==> config.mk <==
export PLATFORM = sky130hd
export DESIGN_NAME = suffix_array_builder
export DESIGN_NICKNAME = d
export VERILOG_FILES = /design/src/hdl/sab_pkg.sv /design/src/hdl/sab_datapath.sv /design/src/hdl/sab_ctrl.sv /design/src/hdl/suffix_array_builder.sv
export SDC_FILE = /design/constraint.sdc
export NUM_CORES = 1
export LEC_CHECK = 0
export BUFFER_PORTS_ARGS = -buffer_cell sky130_fd_sc_hd__buf_4
export CELL_PAD_IN_SITES_DETAIL_PLACEMENT = 1
export CELL_PAD_IN_SITES_GLOBAL_PLACEMENT = 2
export CORE_ASPECT_RATIO = 0.9
export CORE_MARGIN = 4
export CORE_UTILIZATION = 46
export CTS_CLUSTER_DIAMETER = 30
export DETAILED_ROUTE_END_ITERATION = 16
export HOLD_SLACK_MARGIN = 0.02
export PLACE_DENSITY = 0.85
export SYNTH_ARGS = -nofsm -noshare
export SYNTH_HDL_FRONTEND = slang
export SYNTH_SLANG_ARGS = --single-unit
==> constraint.sdc <==
create_clock -name clk -period 4.9 [get_ports clk]
set_input_delay 0.245 -clock clk [delete_from_list [all_inputs] [get_ports clk]]
set_output_delay 0.245 -clock clk [all_outputs]
set_load 0.02 [all_outputs]
==> src/hdl/sab_pkg.sv <==
`timescale 1ns / 1ps
// Shared types and constants for the suffix array builder.
// Used by sab_ctrl, sab_datapath and suffix_array_builder; no dependencies.
package sab_pkg;

  localparam int CH_W     = 8;  // character width
  localparam int POS_W    = 6;  // position field width
  localparam int S_DATA_W = 8;  // input tdata width
  localparam int M_DATA_W = 8;  // output tdata width

  // Commands from the controller to the datapath
  typedef struct packed {
    logic take;      // store the incoming character
    logic build_clr; // clear i, j and the rank count
    logic j_inc;     // move to the next comparison partner
    logic cnt_inc;   // partner suffix is smaller than suffix i
    logic ord_wr;    // write i at its slot, advance i, restart j
    logic t_clr;     // restart the character offset
    logic t_inc;     // advance the character offset
    logic rd_txt;    // read both characters at the current offset
    logic r_clr;     // restart the output index
    logic r_inc;     // advance the output index
    logic rd_ord;    // read the order store at the output index
    logic len_clr;   // empty the string store
  } cmd_t;

  // Status from the datapath to the controller
  typedef struct packed {
    logic j_done;    // all partners visited
    logic j_eq_i;    // partner is suffix i itself
    logic i_last;    // suffix i is the last one
    logic decided;   // the pair comparison is settled
    logic greater;   // suffix i is larger than the partner
    logic r_last;    // output index is on the last slot
  } sts_t;

endpackage

==> src/hdl/sab_datapath.sv <==
`timescale 1ns / 1ps
// Datapath of the suffix array builder: string store, order store, counters
// and the character comparator. Depends on sab_pkg.
module sab_datapath #(
  parameter int MAX_LEN = 64
) (
  input  logic                 clk,
  input  logic                 rst,
  input  sab_pkg::cmd_t        cmd,
  input  logic [sab_pkg::CH_W-1:0] ch,
  output sab_pkg::sts_t        sts,
  output logic [sab_pkg::POS_W-1:0] position,
  output logic                 final_res
);

  localparam int ADDR_W = (MAX_LEN > 1) ? $clog2(MAX_LEN) : 1;
  localparam int CNT_W  = $clog2(MAX_LEN + 1);

  logic [sab_pkg::CH_W-1:0] text_mem [MAX_LEN];
  logic [ADDR_W-1:0]        order_mem [MAX_LEN];

  logic [CNT_W-1:0] len;
  logic [CNT_W-1:0] i;
  logic [CNT_W-1:0] j;
  logic [CNT_W-1:0] t;
  logic [CNT_W-1:0] cnt;
  logic [CNT_W-1:0] r;
  logic [sab_pkg::CH_W-1:0] ch_i;
  logic [sab_pkg::CH_W-1:0] ch_j;
  logic [ADDR_W-1:0]        ord_q;

  logic [CNT_W:0] addr_i;
  logic [CNT_W:0] addr_j;
  logic           end_i;
  logic           end_j;

  assign addr_i = {1'b0, i} + {1'b0, t};
  assign addr_j = {1'b0, j} + {1'b0, t};
  assign end_i  = (addr_i >= {1'b0, len});
  assign end_j  = (addr_j >= {1'b0, len});

  // Control counters
  always_ff @(posedge clk) begin
    if (rst) begin
      len <= '0;
      i   <= '0;
      j   <= '0;
      t   <= '0;
      cnt <= '0;
      r   <= '0;
    end else begin
      if (cmd.len_clr) begin
        len <= '0;
      end else if (cmd.take && (len < CNT_W'(MAX_LEN))) begin
        len <= len + 1'b1;
      end
      if (cmd.build_clr) begin
        i   <= '0;
        j   <= '0;
        cnt <= '0;
      end else if (cmd.ord_wr) begin
        i   <= i + 1'b1;
        j   <= '0;
        cnt <= '0;
      end else begin
        if (cmd.j_inc)   j   <= j + 1'b1;
        if (cmd.cnt_inc) cnt <= cnt + 1'b1;
      end
      if (cmd.t_clr) begin
        t <= '0;
      end else if (cmd.t_inc) begin
        t <= t + 1'b1;
      end
      if (cmd.r_clr) begin
        r <= '0;
      end else if (cmd.r_inc) begin
        r <= r + 1'b1;
      end
    end
  end

  // String store: one write port, two registered read ports
  always_ff @(posedge clk) begin
    if (cmd.take && (len < CNT_W'(MAX_LEN))) begin
      text_mem[len[ADDR_W-1:0]] <= ch;
    end
    if (cmd.rd_txt) begin
      ch_i <= text_mem[addr_i[ADDR_W-1:0]];
      ch_j <= text_mem[addr_j[ADDR_W-1:0]];
    end
  end

  // Order store: slot = number of smaller suffixes
  always_ff @(posedge clk) begin
    if (cmd.ord_wr) begin
      order_mem[cnt[ADDR_W-1:0]] <= i[ADDR_W-1:0];
    end
    if (cmd.rd_ord) begin
      ord_q <= order_mem[r[ADDR_W-1:0]];
    end
  end

  // Comparison of suffix i against suffix j at offset t; end sorts lowest
  always_comb begin
    sts.j_done  = (j == len);
    sts.j_eq_i  = (j == i);
    sts.i_last  = (i == len - 1'b1);
    sts.decided = end_i || end_j || (ch_i != ch_j);
    sts.greater = !end_i && (end_j || (ch_i > ch_j));
    sts.r_last  = (r == len - 1'b1);
  end

  assign position  = sab_pkg::POS_W'(ord_q);
  assign final_res = sts.r_last;

endmodule

==> src/hdl/sab_ctrl.sv <==
`timescale 1ns / 1ps
// Controller of the suffix array builder: sequences loading, ranking of
// every suffix by pairwise comparison, and emission. Depends on sab_pkg.
module sab_ctrl (
  input  logic          clk,
  input  logic          rst,
  input  logic          in_fire,
  input  logic          in_last,
  input  logic          out_ready,
  input  sab_pkg::sts_t sts,
  output sab_pkg::cmd_t cmd,
  output logic          in_ready,
  output logic          out_valid
);

  localparam logic [2:0] S_LOAD = 3'd0;
  localparam logic [2:0] S_PAIR = 3'd1;
  localparam logic [2:0] S_RD   = 3'd2;
  localparam logic [2:0] S_CMP  = 3'd3;
  localparam logic [2:0] S_ERD  = 3'd4;
  localparam logic [2:0] S_EOUT = 3'd5;

  logic [2:0] state;
  logic [2:0] state_next;

  always_ff @(posedge clk) begin
    if (rst) begin
      state <= S_LOAD;
    end else begin
      state <= state_next;
    end
  end

  // Next state and commands
  always_comb begin
    state_next = state;
    cmd        = '0;
    unique case (state)
      S_LOAD: begin
        cmd.take = in_fire;
        if (in_fire && in_last) begin
          cmd.build_clr = 1'b1;
          state_next    = S_PAIR;
        end
      end
      S_PAIR: begin
        if (sts.j_done) begin
          cmd.ord_wr = 1'b1;
          if (sts.i_last) begin
            cmd.r_clr  = 1'b1;
            state_next = S_ERD;
          end
        end else if (sts.j_eq_i) begin
          cmd.j_inc = 1'b1;
        end else begin
          cmd.t_clr  = 1'b1;
          state_next = S_RD;
        end
      end
      S_RD: begin
        cmd.rd_txt = 1'b1;
        state_next = S_CMP;
      end
      S_CMP: begin
        if (sts.decided) begin
          cmd.j_inc   = 1'b1;
          cmd.cnt_inc = sts.greater;
          state_next  = S_PAIR;
        end else begin
          cmd.t_inc  = 1'b1;
          state_next = S_RD;
        end
      end
      S_ERD: begin
        cmd.rd_ord = 1'b1;
        state_next = S_EOUT;
      end
      S_EOUT: begin
        if (out_ready) begin
          if (sts.r_last) begin
            cmd.len_clr = 1'b1;
            state_next  = S_LOAD;
          end else begin
            cmd.r_inc  = 1'b1;
            state_next = S_ERD;
          end
        end
      end
      default: state_next = S_LOAD;
    endcase
  end

  assign in_ready  = (state == S_LOAD);
  assign out_valid = (state == S_EOUT);

endmodule

==> src/hdl/suffix_array_builder.sv <==
`timescale 1ns / 1ps
// Top level of the suffix array builder: controller plus datapath.
// Depends on sab_pkg, sab_ctrl and sab_datapath.
//
//  channel | dir | tdata                 | tlast
//  s_*     | in  | [7:0] ch              | last character of the string
//  m_*     | out | [5:0] position, 0 pad | final position of the array
//
// Loading takes one character per cycle. After the flagged character, each
// suffix i is ranked by comparing it with every other suffix, one character
// at a time (registered string store read, then compare); the work grows
// with the common prefixes and is largest when all characters are equal.
// Emission reads each position from the order store, then offers it and
// holds it through any output stall; no input is taken from the flagged
// character until the last position is delivered.
// Reset is synchronous and clears only control state.
module suffix_array_builder #(
  parameter int MAX_LEN = 64
) (
  input  logic                         clk,
  input  logic                         rst,
  input  logic                         s_tvalid,
  output logic                         s_tready,
  input  logic [sab_pkg::S_DATA_W-1:0] s_tdata,  // [7:0] ch
  input  logic                         s_tlast,
  output logic                         m_tvalid,
  input  logic                         m_tready,
  output logic [sab_pkg::M_DATA_W-1:0] m_tdata,  // [5:0] position, [7:6] zero
  output logic                         m_tlast
);

  sab_pkg::cmd_t cmd;
  sab_pkg::sts_t sts;
  logic          in_fire;
  logic [sab_pkg::POS_W-1:0] position;

  assign in_fire = s_tvalid && s_tready;

  sab_ctrl u_ctrl (
    .clk       (clk),
    .rst       (rst),
    .in_fire   (in_fire),
    .in_last   (s_tlast),
    .out_ready (m_tready),
    .sts       (sts),
    .cmd       (cmd),
    .in_ready  (s_tready),
    .out_valid (m_tvalid)
  );

  sab_datapath #(
    .MAX_LEN (MAX_LEN)
  ) u_dp (
    .clk       (clk),
    .rst       (rst),
    .cmd       (cmd),
    .ch        (s_tdata[sab_pkg::CH_W-1:0]),
    .sts       (sts),
    .position  (position),
    .final_res (m_tlast)
  );

  assign m_tdata = {{(sab_pkg::M_DATA_W - sab_pkg::POS_W){1'b0}}, position};

  // Loading and emission never overlap
  a_no_overlap: assert property (@(posedge clk) disable iff (rst)
    m_tvalid |-> !s_tready)
    else $error("input ready while emitting");

  // A flagged character closes loading
  a_last_stops_input: assert property (@(posedge clk) disable iff (rst)
    (s_tvalid && s_tready && s_tlast) |=> !s_tready)
    else $error("input still ready after last character");

  // The final position returns the block to loading
  a_final_reloads: assert property (@(posedge clk) disable iff (rst)
    (m_tvalid && m_tready && m_tlast) |=> (s_tready && !m_tvalid))
    else $error("not back to loading after final position");

endmodule
Yosys cells after proc, flatten, opt, wreduce, memory -nomap -nowiden

Memories as Yosys holds them, arrays and structs flattened. A register that Yosys moved wholly into a read port is not among the register bits.
Cells that the tools add are included.
W data, S select, Z words.

Word-level logic and storage cells: 87
Input port bits: 13
RAM bits: 896
Register bits: 45
Memories: 2
Output and inout port bits: 11

Memory list:

| memory         | words | width | rd ports | clocked after Yosys merged registers in | wr ports | line               | RTL |
|---|---|---|---|---|---|---|---|
| u_dp.text_mem  | 64    | 8     | 2        | 2                                       | 1        | sab_datapath.sv:19 | `logic [sab_pkg::CH_W-1:0] text_mem [MAX_LEN];` |
| u_dp.order_mem | 64    | 6     | 1        | 1                                       | 1        | sab_datapath.sv:20 | `logic [ADDR_W-1:0] order_mem [MAX_LEN];` |

Muxes and demuxes: 36
$add $sub $neg: 9
Order comparisons: 4
Reduce and logical (&&, ||, !) cells: 15
Eq/ne operators: 14

Operators by type and width:

| kind                  | number |
|---|---|
| $add A7 B1 Y7 const B | 6 |
| $eq A7 B7 Y1          | 4 |
| $mux W1               | 24 |
| $mux W3               | 6 |
| $pmux W3 S6           | 1 |
| $add A7 B7 Y8         | 2 |
| $ge A8 B7 Y1          | 2 |
| $gt A8 B8 Y1          | 1 |
| $mux W2               | 4 |
| $ne A8 B8 Y1          | 1 |
| $reduce_or A2 Y1      | 4 |
| $lt A7 B7 Y1 const B  | 1 |
| $sub A7 B1 Y7 const B | 1 |
| $eq A3 B2 Y1 const B  | 2 |
| $eq A3 B3 Y1 const B  | 2 |
| $ne A3 B3 Y1 const B  | 2 |
| $logic_and A1 B1 Y1   | 4 |
| $ne A2 B1 Y1 const B  | 2 |
| $reduce_and A4 Y1     | 1 |
| $eq A3 B1 Y1 const B  | 1 |
| $logic_not A3 Y1      | 1 |
| $logic_or A1 B1 Y1    | 3 |
| $reduce_or A3 Y1      | 1 |
| $pmux W1 S2           | 1 |
| $logic_not A1 Y1      | 1 |

Logic depth before layout (Yosys ltp)

Gate-level depths: netlist of the first run.

Depth in word-level cells: 8
Depth in mapped cells: 16

Cells and area by module

A second synthesis of the first run with hierarchy kept.

Cells, all modules: 2399
Area, all modules: 43330.3 um2

Modules (own cells, without submodules):

| module               | sequential area each (um2) | area an instance (um2) | times used | cells each |
|---|---|---|---|---|
| sab_datapath         | 28387.2                    | 42981.2                | 1          | 2348 |
| sab_ctrl             | 60.1                       | 324.1                  | 1          | 47 |
| suffix_array_builder | 0.0                        | 25.0                   | 1          | 4 |

Least setup slack after synthesis of the first run

Ideal clock, no wire load.

Kind: reg2reg
From: register u_dp.i[1]
To: register u_dp.j[1]
Required time: 4.772 ns
Stages on the path, launching flop included: 15
Data arrival time: 4.586 ns
Slack: 0.187 ns
Cell sequence: dfxtp_1 ha_1 a21o_1 nand4_1 nand2_1 xor2_1 ha_1 a21oi_1 o21ai_0 or4_1 buf_2 a211oi_2 buf_4 mux2i_1 nor2_1

Word-level cells in the longest chain between the ends: 6
Elaborated cells on any way between the ends: 9

Ends and longest elaborated chain:

| what                            | line                | RTL |
|---|---|---|
| start, declared                 | sab_datapath.sv:23  | `logic [CNT_W-1:0] i;` |
| start signal, assigned          | sab_datapath.sv:62  | `i <= i + 1'b1;` |
| $add A7 B7 Y8                   | sab_datapath.sv:37  | `assign addr_i = {1'b0, i} + {1'b0, t};` |
| $ge A8 B7 Y1                    | sab_datapath.sv:39  | `assign end_i = (addr_i >= {1'b0, len});` |
| $logic_or A1 B1 Y1 (2 in a row) | sab_datapath.sv:108 | `sts.decided = end_i \|\| end_j \|\| (ch_i != ch_j);` |
| $mux W2                         | sab_ctrl.sv:65      | `if (sts.decided) begin` |
| $pmux W1 S2 *                   | sab_ctrl.sv:38      | `unique case (state)` |
| end signal, assigned            | sab_datapath.sv:66  | `if (cmd.j_inc) j <= j + 1'b1;` |
| end, declared                   | sab_datapath.sv:24  | `logic [CNT_W-1:0] j;` |

Every way passes the cells marked *; elsewhere a longest branch is shown, timed or not.
A chain may end at the register's enable or synchronous reset.

Worst setup path in the final report of the first run

From: register u_dp.t[0]
To: register u_dp.j[1]

Word-level cells in the longest chain between the ends: 6
Elaborated cells on any way between the ends: 8

Ends and longest elaborated chain:

| what                              | line                                   | RTL |
|---|---|---|
| start, declared                   | sab_datapath.sv:25                     | `logic [CNT_W-1:0] t;` |
| start signal, assigned            | sab_datapath.sv:72                     | `t <= t + 1'b1;` |
| $add A7 B7 Y8 (on tied branches)  | sab_datapath.sv:37, sab_datapath.sv:38 |  |
| $ge A8 B7 Y1 (on tied branches)   | sab_datapath.sv:39, sab_datapath.sv:40 |  |
| $logic_or A1 B1 Y1 * (2 in a row) | sab_datapath.sv:108                    |  |
| $mux W2 *                         | sab_ctrl.sv:65                         |  |
| $pmux W1 S2 *                     | sab_ctrl.sv:38                         |  |

Marked as above.

==> results of run 1 <==
[area by class of cell]
type	count	area (um2)
antenna	2	5.00
clock buffer	205	4580
clock inverter	124	1570
fill	8033	41900
inverter	31	116
multi-input combinational	1027	14000
sequential	962	28500
tap	1242	1550
timing repair buffer	76	708
[flip-flops by register name, summed over array words and instances (netlist names), 7 cells and up]
signal          count
u_dp.r              7
u_dp.t              7
u_dp.j              7
u_dp.ch_i           8
u_dp.text_mem     512
u_dp.ch_j           8
u_dp.len            7
u_dp.i              7
u_dp.order_mem    384
[where the power goes]
part | internal, mW | switching [mW]
Combinational | 0.892 | 1.09
Sequential | 9.10 | 0.0685
Clock | 8.05 | 4.41
Total | 18.0 | 5.57
[final timing paths]
check	start	to	slack, ps	cells after the start
setup reg to reg	u_dp.t[0]	u_dp.j[1]	570	14
setup / recovery	u_dp.t[0]	u_dp.j[1]	570	14
hold / removal	s_tdata[5]	u_dp.text_mem[62][5]	80	1
hold reg to reg	u_dp.r[6]	u_dp.r[6]	610	2
[repair_timing]
action                                 in CTS  in global routing
gates resized for setup                     0                  0
hold buffers                                5                  0
endpoints found under the hold margin      31                  0
[cell usage after synthesis (4+ instances only)]
cell type / instances
buf_4: 6
and2_1: 4
nor4_1: 6
nand4_1: 16
o21ai_1: 6
a21o_1: 9
a211oi_1: 4
or3_1: 9
mux4_2: 438
a21oi_1: 30
nand3_1: 17
inv_1: 29
dfxtp_1: 44
clkbuf_1: 62
buf_2: 53
xnor2_1: 44
ha_1: 43
nor3_1: 14
nand3b_1: 6
buf_1: 14
a31oi_1: 4
xor2_1: 19
nand2_1: 27
nor2_1: 177
o21ai_0: 11
edfxtp_1: 918
mux2i_1: 78
[worst max-delay path, stage by stage, from the launching register on]
cell	delay [ps]
dfxtp_1	410
ha_4	220
fa_4	480
a21o_1	180
a21oi_1	220
o21bai_1	90
a21oi_1	190
xnor2_1	90
ha_1	190
a211oi_1	240
o21ai_0	170
or4_1	690
a211oi_2	730
mux2i_1	260
nor2_1	50
[through the flow]
stage                     utilization [%]  area (um2)  hold slack (ps)  cells
after CTS                            54.9       51000             52.6   3667
after detailed placement             48.2       44800              594   3333
after global placement               48.2       44800              577   3333
final                                54.9       51000             78.3   3669
after floorplan                         -       43000              344   2155
after global routing                 54.9       51000             90.6   3667
[placed cells by master, fill, tap and decap left out, types with 22 or more instances in the layout]
| cell type | count |
|---|---|
| bufinv_16 | 24 |
| inv_1 | 29 |
| dfxtp_1 | 35 |
| nand2_1 | 27 |
| mux4_2 | 438 |
| buf_4 | 61 |
| clkinv_1 | 26 |
| edfxtp_1 | 918 |
| clkbuf_1 | 23 |
| mux2i_1 | 78 |
| xnor2_1 | 41 |
| nor2_1 | 177 |
| a21oi_1 | 30 |
| clkbuf_16 | 177 |
| clkinv_2 | 22 |
| ha_1 | 41 |
[cell families (layout without fill, tap and decap cells)]
logic type | after synthesis | after routing | share of synthesized area [%]
flip-flops | 962 | 962 | 66.1
multiplexers | 516 | 516 | 24.7
AND/OR/NAND/NOR | 307 | 307 | 3.38
buffers and inverters | 166 | 436 | 1.66
AO/OA/AOI/OAI | 94 | 94 | 1.44
XOR/XNOR | 63 | 63 | 1.28
adder cells (fa/ha/maj) | 45 | 45 | 1.34
other | 1 | 4 | 0.00872
[routing by layer]
metal	vias to the layer above	global-route usage (%)	routed length [um]
met2	1324	38.5	57300
met3	211	7.01	11400
met4	10	7.50	3230
met1	12500	33.4	45600
met5	-	0	57
li1	9377	-	-
==> reports/results.ini, run 1 <==
[critical_path]
crit_path_start_kind = flop
cp_max_fo = 12
cp.required_ps = 5510
path_class = reg2reg
worstPathArrival_ps = 4940
critPathCaptureType = flop

[clock_network]
h-tree-depth = 4
clkLatencyLatePin_ps = 780
postCtsSetupBuffers = 0
clock_path_buffers = 3
tritoncts = done
path_clk_slew_ps = 50
numCtsBuffers = 176
clock_sinks = 962
cts-root-buf = clkbuf_16

[die]
start_util_pct = 46.3
core.rowCount = 106
io_pins = 24
fp.dieH_um = 298
die_w_um = 330
die-area_um2 = 98500
design.core.area_um2 = 92800

[layout]
area_growth_pct = 18.5
drive_gt1_share_pct = 34.1
nets = 2332

[placed_design]
place_congestion = 0.820
dp_worst_setup_slack_ps = 665
dp_hpwl_um = 69600
io_buffers = 21

[yosys]
yosysWarnings = 0
yosys.area.top_type = edfxtp_1
synthDistinctLibCells = 64
synth_area_um2 = 43000
synth.top_cell.area_share_pct = 64.1
synth_edf_count = 918
synthCells = 2154
synth_area_per_cell_um2 = 20.0
synth_seq_cells = 962
ys.flop_type = edfxtp_1
async_flop_share_pct = 0
yosysSeqAreaShare_pct = 66.1
synth.area.top_cells = edfxtp_1 (64%), mux4_2 (23%), dfxtp_1 (2.0%), mux2i_1 (1.8%), nor2_1 (1.5%)

[pwr]
power_density_nw_per_um2 = 463
power_mw = 23.6
ir_drop_mv = 0.311
p_leak_nw = 15.7

[timing]
slew_viol_final = 0
setup_tns_ps = 0
fmax_ghz = 0.231
worst_slew_pin_slew_ps = 1110
rsz0062_at_grt = no
finalClockSkew_ps = 47.7
fin_crit_ps = 4330
fin_crit_sh_pct = 88.3
hold_viol = 0
finalSetupViolations = 0
setup_ws_ps = 575
slew_headroom_pct = 25.2

[detailed_routing]
ant_nets = 0
vias_per_cell = 6.39
first_pass_iters = 5
drt_iter0_drc = 2670
routed_wirelength_um = 118000
post-route-drc-count = 0
wl_per_cell_um = 32.1
via_count = 23500

[grt]
overflow = 0
antenna_found_initial = 7
grt_pass1_vias = 25000
grt_max_degree = 73
grt_pass1_wl_um = 175000
grt_usage_pct = 24.4

[job]
drv_cap = 0

[outcome]
status = complete, no violations

[min_path]
hold_class = in2reg

(Power assumes the default switching activity.)
==> run 2: changes to the inputs <==
--- a/config.mk
+++ b/config.mk
@@ -5,16 +5,17 @@
 export SDC_FILE = /design/constraint.sdc
 export NUM_CORES = 1
 export LEC_CHECK = 0
-export BUFFER_PORTS_ARGS = -buffer_cell sky130_fd_sc_hd__buf_4
 export CELL_PAD_IN_SITES_DETAIL_PLACEMENT = 1
 export CELL_PAD_IN_SITES_GLOBAL_PLACEMENT = 2
 export CORE_ASPECT_RATIO = 0.9
 export CORE_MARGIN = 4
-export CORE_UTILIZATION = 46
+export CORE_UTILIZATION = 48
+export CTS_BUF_LIST = sky130_fd_sc_hd__clkbuf_4 sky130_fd_sc_hd__clkbuf_8
 export CTS_CLUSTER_DIAMETER = 30
 export DETAILED_ROUTE_END_ITERATION = 16
+export DONT_BUFFER_PORTS = 1
 export HOLD_SLACK_MARGIN = 0.02
-export PLACE_DENSITY = 0.85
+export PLACE_DENSITY = 0.88
 export SYNTH_ARGS = -nofsm -noshare
 export SYNTH_HDL_FRONTEND = slang
 export SYNTH_SLANG_ARGS = --single-unit
==> reports/results.ini, run 2 (synthesized netlist as in run 1, its figures left out) <==
[outcome]
status = complete, no violations

[clock_network]
clkLatencyLatePin_ps = 870
clock_path_buffers = 3
tritoncts = done
h-tree-depth = 4
post_cts_resized = 0
path_clk_slew_ps = 50
cts-root-buf = clkbuf_8
clock_sinks = 962
numCtsBuffers = 188

[grt]
grt_pass1_vias = 24900
grt_max_degree = 99
grt_pass1_wl_um = 169000
overflow = 0
grt_usage_pct = 24.5
antenna_found_initial = 8

[die]
io_pins = 24
die-area_um2 = 94500
start_util_pct = 48.7
die_w_um = 324
design.core.area_um2 = 88300
core.rowCount = 103
fp.dieH_um = 292

[layout]
fillers = 7629
area_growth_pct = 14.1
nets = 2329
largest_reg_flops = 512
drive_gt1_share_pct = 34.9
final_common_cell = edfxtp_1
mostFrequentLayoutCells = edfxtp_1 (918), mux4_2 (438), clkbuf_8 (192)
layout.cells.non_filler = 3583
fin_util_pct = 55.6

[detailed_routing]
vias_per_cell = 6.52
drt_iter0_drc = 2789
post-route-drc-count = 0
routed_wirelength_um = 113000
ant_nets = 0
first_pass_iters = 5
wl_per_cell_um = 31.7
via_count = 23300

[timing]
slew_viol_final = 0
worst_slew_pin_slew_ps = 1080
fin_crit_sh_pct = 87.0
setup_ws_ps = 635
hold_viol = 0
fmax_ghz = 0.234
rsz0062_at_grt = no
setup_tns_ps = 0
fin_crit_ps = 4260
slew_headroom_pct = 28.1
finalSetupViolations = 0
finalClockSkew_ps = 59.5
hold_ws_ps = 322

[placed_design]
dp_hpwl_um = 70300
dp_cells = 3214
io_buffers = 0
dp_worst_setup_slack_ps = 644
place_congestion = 0.857

[pwr]
power_density_nw_per_um2 = 414
p_leak_nw = 14.9
ir_drop_mv = 0.227

[critical_path]
critical_path.cell_chain = ha_4, fa_4, ha_1, o21ai_0, a21o_1, a21oi_1, or4_1, a211oi_2, mux2i_1, nor2_1
crit_cells = 10
slowest_delay_ps = 1020
path_class = reg2reg
critPathCaptureType = flop
cp.required_ps = 5630
crit_buf_inv = 0
crit_path_start_kind = flop
worstPathArrival_ps = 4990
cp_max_fo = 19
path_delay_family = adder cells
r2r_cells = 10
critPathSlowestCell = fa_4

[job]
drv_cap = 0

[min_path]
hold_class = in2reg
hold_depth = 3

## run 2: cell type report
class                           count  area (um2)  share of cell area (%)
Sequential cell                   962       28500                    58.0
Multi-Input combinational cell   1027       14000                    28.4
Clock buffer                      227        2910                    5.92
Tap cell                         1155        1450                    2.94
Clock inverter                    116        1410                    2.88
Timing Repair Buffer               61         778                    1.59
Inverter                           31         116                   0.237
Antenna cell                        4        10.0                  0.0204
## run 2: stage by stage
step	area (um2)	power, mW
after detailed placement	44400	11.2
after global routing	49100	21.0
after floorplan	43000	10.6
final	49100	20.3
after CTS	49100	20.5
after global placement	44400	11.1
## run 2: worst register-to-register path: stages, from the launching register on
cell	delay (ps)
dfxtp_1	410
ha_4	220
fa_4	1020
ha_1	320
o21ai_0	230
a21o_1	140
a21oi_1	80
or4_1	720
a211oi_2	710
mux2i_1	260
nor2_1	50
## run 2: power breakdown
group / internal, mW / switching, mW / total, mW
combinational: 0.909 / 1.04 / 1.95
sequential: 9.08 / 0.0759 / 9.16
clock: 5.48 / 3.75 / 9.22
total: 15.5 / 4.87 / 20.3
## run 2: per-layer routing
metal / part of all wire, % / wire length [um] / track usage, %
met2: 48 / 54200 / 37.9
met5: 0.030 / 34 / 0
met3: 9.6 / 10900 / 6.51
met4: 2.2 / 2500 / 6.64
met1: 40 / 45900 / 35.0
## run 2: worst paths after layout
path | start | to | slack (ps)
worst min-delay path | m_tready | u_ctrl.state[2] | 320
worst max-delay path | u_dp.t[0] | u_dp.j[1] | 640
worst min register to register | u_dp.r[6] | u_dp.r[6] | 600
worst max register to register | u_dp.t[0] | u_dp.j[1] | 640
## run 2: what timing repair did
| action | in CTS | in global routing |
|---|---|---|
| endpoints found under the setup margin | 0 | 0 |
| hold buffers | 22 | 0 |
| endpoints found under the hold margin | 544 | 0 |
| setup buffers | 0 | 0 |
==> run 3: changes to the inputs <==
--- a/config.mk
+++ b/config.mk
@@ -9,13 +9,13 @@
 export CELL_PAD_IN_SITES_GLOBAL_PLACEMENT = 2
 export CORE_ASPECT_RATIO = 0.9
 export CORE_MARGIN = 4
-export CORE_UTILIZATION = 48
+export CORE_UTILIZATION = 53
 export CTS_BUF_LIST = sky130_fd_sc_hd__clkbuf_4 sky130_fd_sc_hd__clkbuf_8
 export CTS_CLUSTER_DIAMETER = 30
 export DETAILED_ROUTE_END_ITERATION = 16
 export DONT_BUFFER_PORTS = 1
 export HOLD_SLACK_MARGIN = 0.02
-export PLACE_DENSITY = 0.88
+export PLACE_DENSITY = 0.92
 export SYNTH_ARGS = -nofsm -noshare
 export SYNTH_HDL_FRONTEND = slang
 export SYNTH_SLANG_ARGS = --single-unit
==> constraint.sdc (replaced) <==
create_clock -name clk -period 4.1 [get_ports clk]
set_input_delay 0.205 -clock clk [delete_from_list [all_inputs] [get_ports clk]]
set_output_delay 0.205 -clock clk [all_outputs]
set_load 0.02 [all_outputs]
==> reports/results.ini, run 3 (synthesized netlist as in run 1, its figures left out) <==
[outcome]
status = complete, no violations

[die]
fp.dieH_um = 278
design.core.area_um2 = 79900
io_pins = 24
core.rowCount = 98
die_w_um = 308
die-area_um2 = 85800
start_util_pct = 53.8

[grt]
grt_pass1_vias = 26400
grt_max_degree = 73
grt_pass1_wl_um = 190000
grt_usage_pct = 30.6
overflow = 0
antenna_found_initial = 10

[layout]
drive_gt1_share_pct = 36.0
mostFrequentLayoutCells = edfxtp_1 (918), mux4_2 (438), clkbuf_8 (179)
layout.cells.non_filler = 3537
area_growth_pct = 14.3
largest_reg_flops = 512
final_common_cell = edfxtp_1
fillers = 6706
nets = 2400

[detailed_routing]
routed_wirelength_um = 129000
first_pass_iters = 5
via_count = 24900
ant_nets = 0
post-route-drc-count = 0
wl_per_cell_um = 36.4
vias_per_cell = 7.03
drt_iter0_drc = 3565

[timing]
fin_crit_sh_pct = 95.0
fmax_ghz = 0.257
finalClockSkew_ps = 88.0
rsz0062_at_grt = no
slew_headroom_pct = 28.9
slew_viol_final = 0
finalSetupViolations = 0
worst_slew_pin_slew_ps = 1060
setup_tns_ps = 0
fin_crit_ps = 3900
hold_viol = 0

[clock_network]
h-tree-depth = 4
postCtsSetupBuffers = 0
tritoncts = done
clkLatencyLatePin_ps = 870
path_clk_slew_ps = 50
numCtsBuffers = 174
clock_sinks = 962
cts-root-buf = clkbuf_8
clock_path_buffers = 3

[min_path]
hold_class = in2reg
min-delay-start = m_tready

[critical_path]
r2r-start = u_dp.t[0]
cp_max_fo = 12
crit_path_start_kind = flop
worstPathArrival_ps = 4600
path_class = reg2reg
cp.required_ps = 4810
startpoint = u_dp.t[0]
critPathCaptureType = flop

[pwr]
ir_drop_mv = 0.341
clockPowerShare_pct = 43.1
power_density_nw_per_um2 = 477
switchingPower_mw = 5.84
p_seq_share_pct = 46.7
p_int_mw = 17.6
sw_frac_of_total_pct = 24.9
pwr-share-comb_pct = 10.2
p_leak_nw = 15.2

[placed_design]
io_buffers = 0
place_congestion = 0.877
dp_hpwl_um = 75400
dp_cells = 3195

[job]
drv_cap = 0

## run 3: cell types whose count changed in the layout (fill, tap and decap cells not counted), moves of 3 or more
cell        previous run  this run
clkinv_2              30        24
clkinv_8               0         3
clkbuf_8             192       179
bufinv_16             28        19
clkinvlp_4            23        12
clkinv_1              20        37
buf_12                10        14
buf_4                 29       111
clkinv_4               6         1
## run 3: final timing paths
| check | to | slack, ps | cells past startpoint |
|---|---|---|---|
| min reg2reg | u_dp.r[6] | 580 | 2 |
| max reg2reg | u_dp.j[1] | 200 | 15 |
| min | u_ctrl.state[2] | 300 | 3 |
| max | u_dp.j[1] | 200 | 15 |
## run 3: final cells by class
class,count,area [um2],share of cell area (%)
Sequential cell,962,28500,57.9
Clock buffer,213,2720,5.53
Inverter,31,116,0.237
Clock inverter,105,1080,2.19
Multi-Input combinational cell,1027,14000,28.4
Antenna cell,3,7.51,0.0153
Timing Repair Buffer,146,1460,2.98
Tap cell,1050,1310,2.67
## run 3: timing repair
item | 4_1_cts | 5_1_grt
endpoints found under the setup margin | 0 | 14
endpoints found under the hold margin | 544 | 0
hold buffers | 21 | 0
resized for setup | 0 | 2
## run 3: per-layer routing
layer / wire length, um / vias up / global-route usage [%] / share of wire, %
met2: 62500 / 1888 / 48.8 / 49
met5: 112 / - / 0.498 / 0.087
met4: 5450 / 10 / 12.6 / 4.2
met3: 14000 / 386 / 8.00 / 11
met1: 46600 / 13100 / 40.8 / 36
li1: - / 9463 / - / -
## run 3: per-stage QoR
step	total power, mW	cell area, um2	utilization, %	hold slack [ps]	setup WS (ps)
after detailed placement	13.4	45000	56.3	308	111
after floorplan	12.7	43000	-	304	48.6
after global routing	24.1	49100	61.5	301	25.6
after global placement	13.3	45000	56.3	308	230
final	23.4	49100	61.5	300	204
after CTS	23.5	49100	61.5	243	100
## run 3: power by group through the flow
stage | Combinational (mW) | Clock [mW] | Sequential (mW)
final | 2.40 | 10.1 | 10.9
after global routing | 2.53 | 10.7 | 10.9
after CTS | 2.39 | 10.2 | 10.9
after detailed placement | 2.22 | 0 | 11.1
after global placement | 2.13 | 0 | 11.1
after floorplan | 1.59 | 0 | 11.1
## run 3: worst max-delay path: stages, from the launching register on
cell and delay, ps:
dfxtp_1 420, ha_4 230, fa_4 470, a21o_1 180
a21oi_1 220, o21bai_1 110, a21oi_1 200, xnor2_1 140
ha_1 270, o2111ai_1 110, a21oi_1 90, or4_4 620
a211oi_2 250, buf_4 210, mux2i_1 200, nor2_1 50
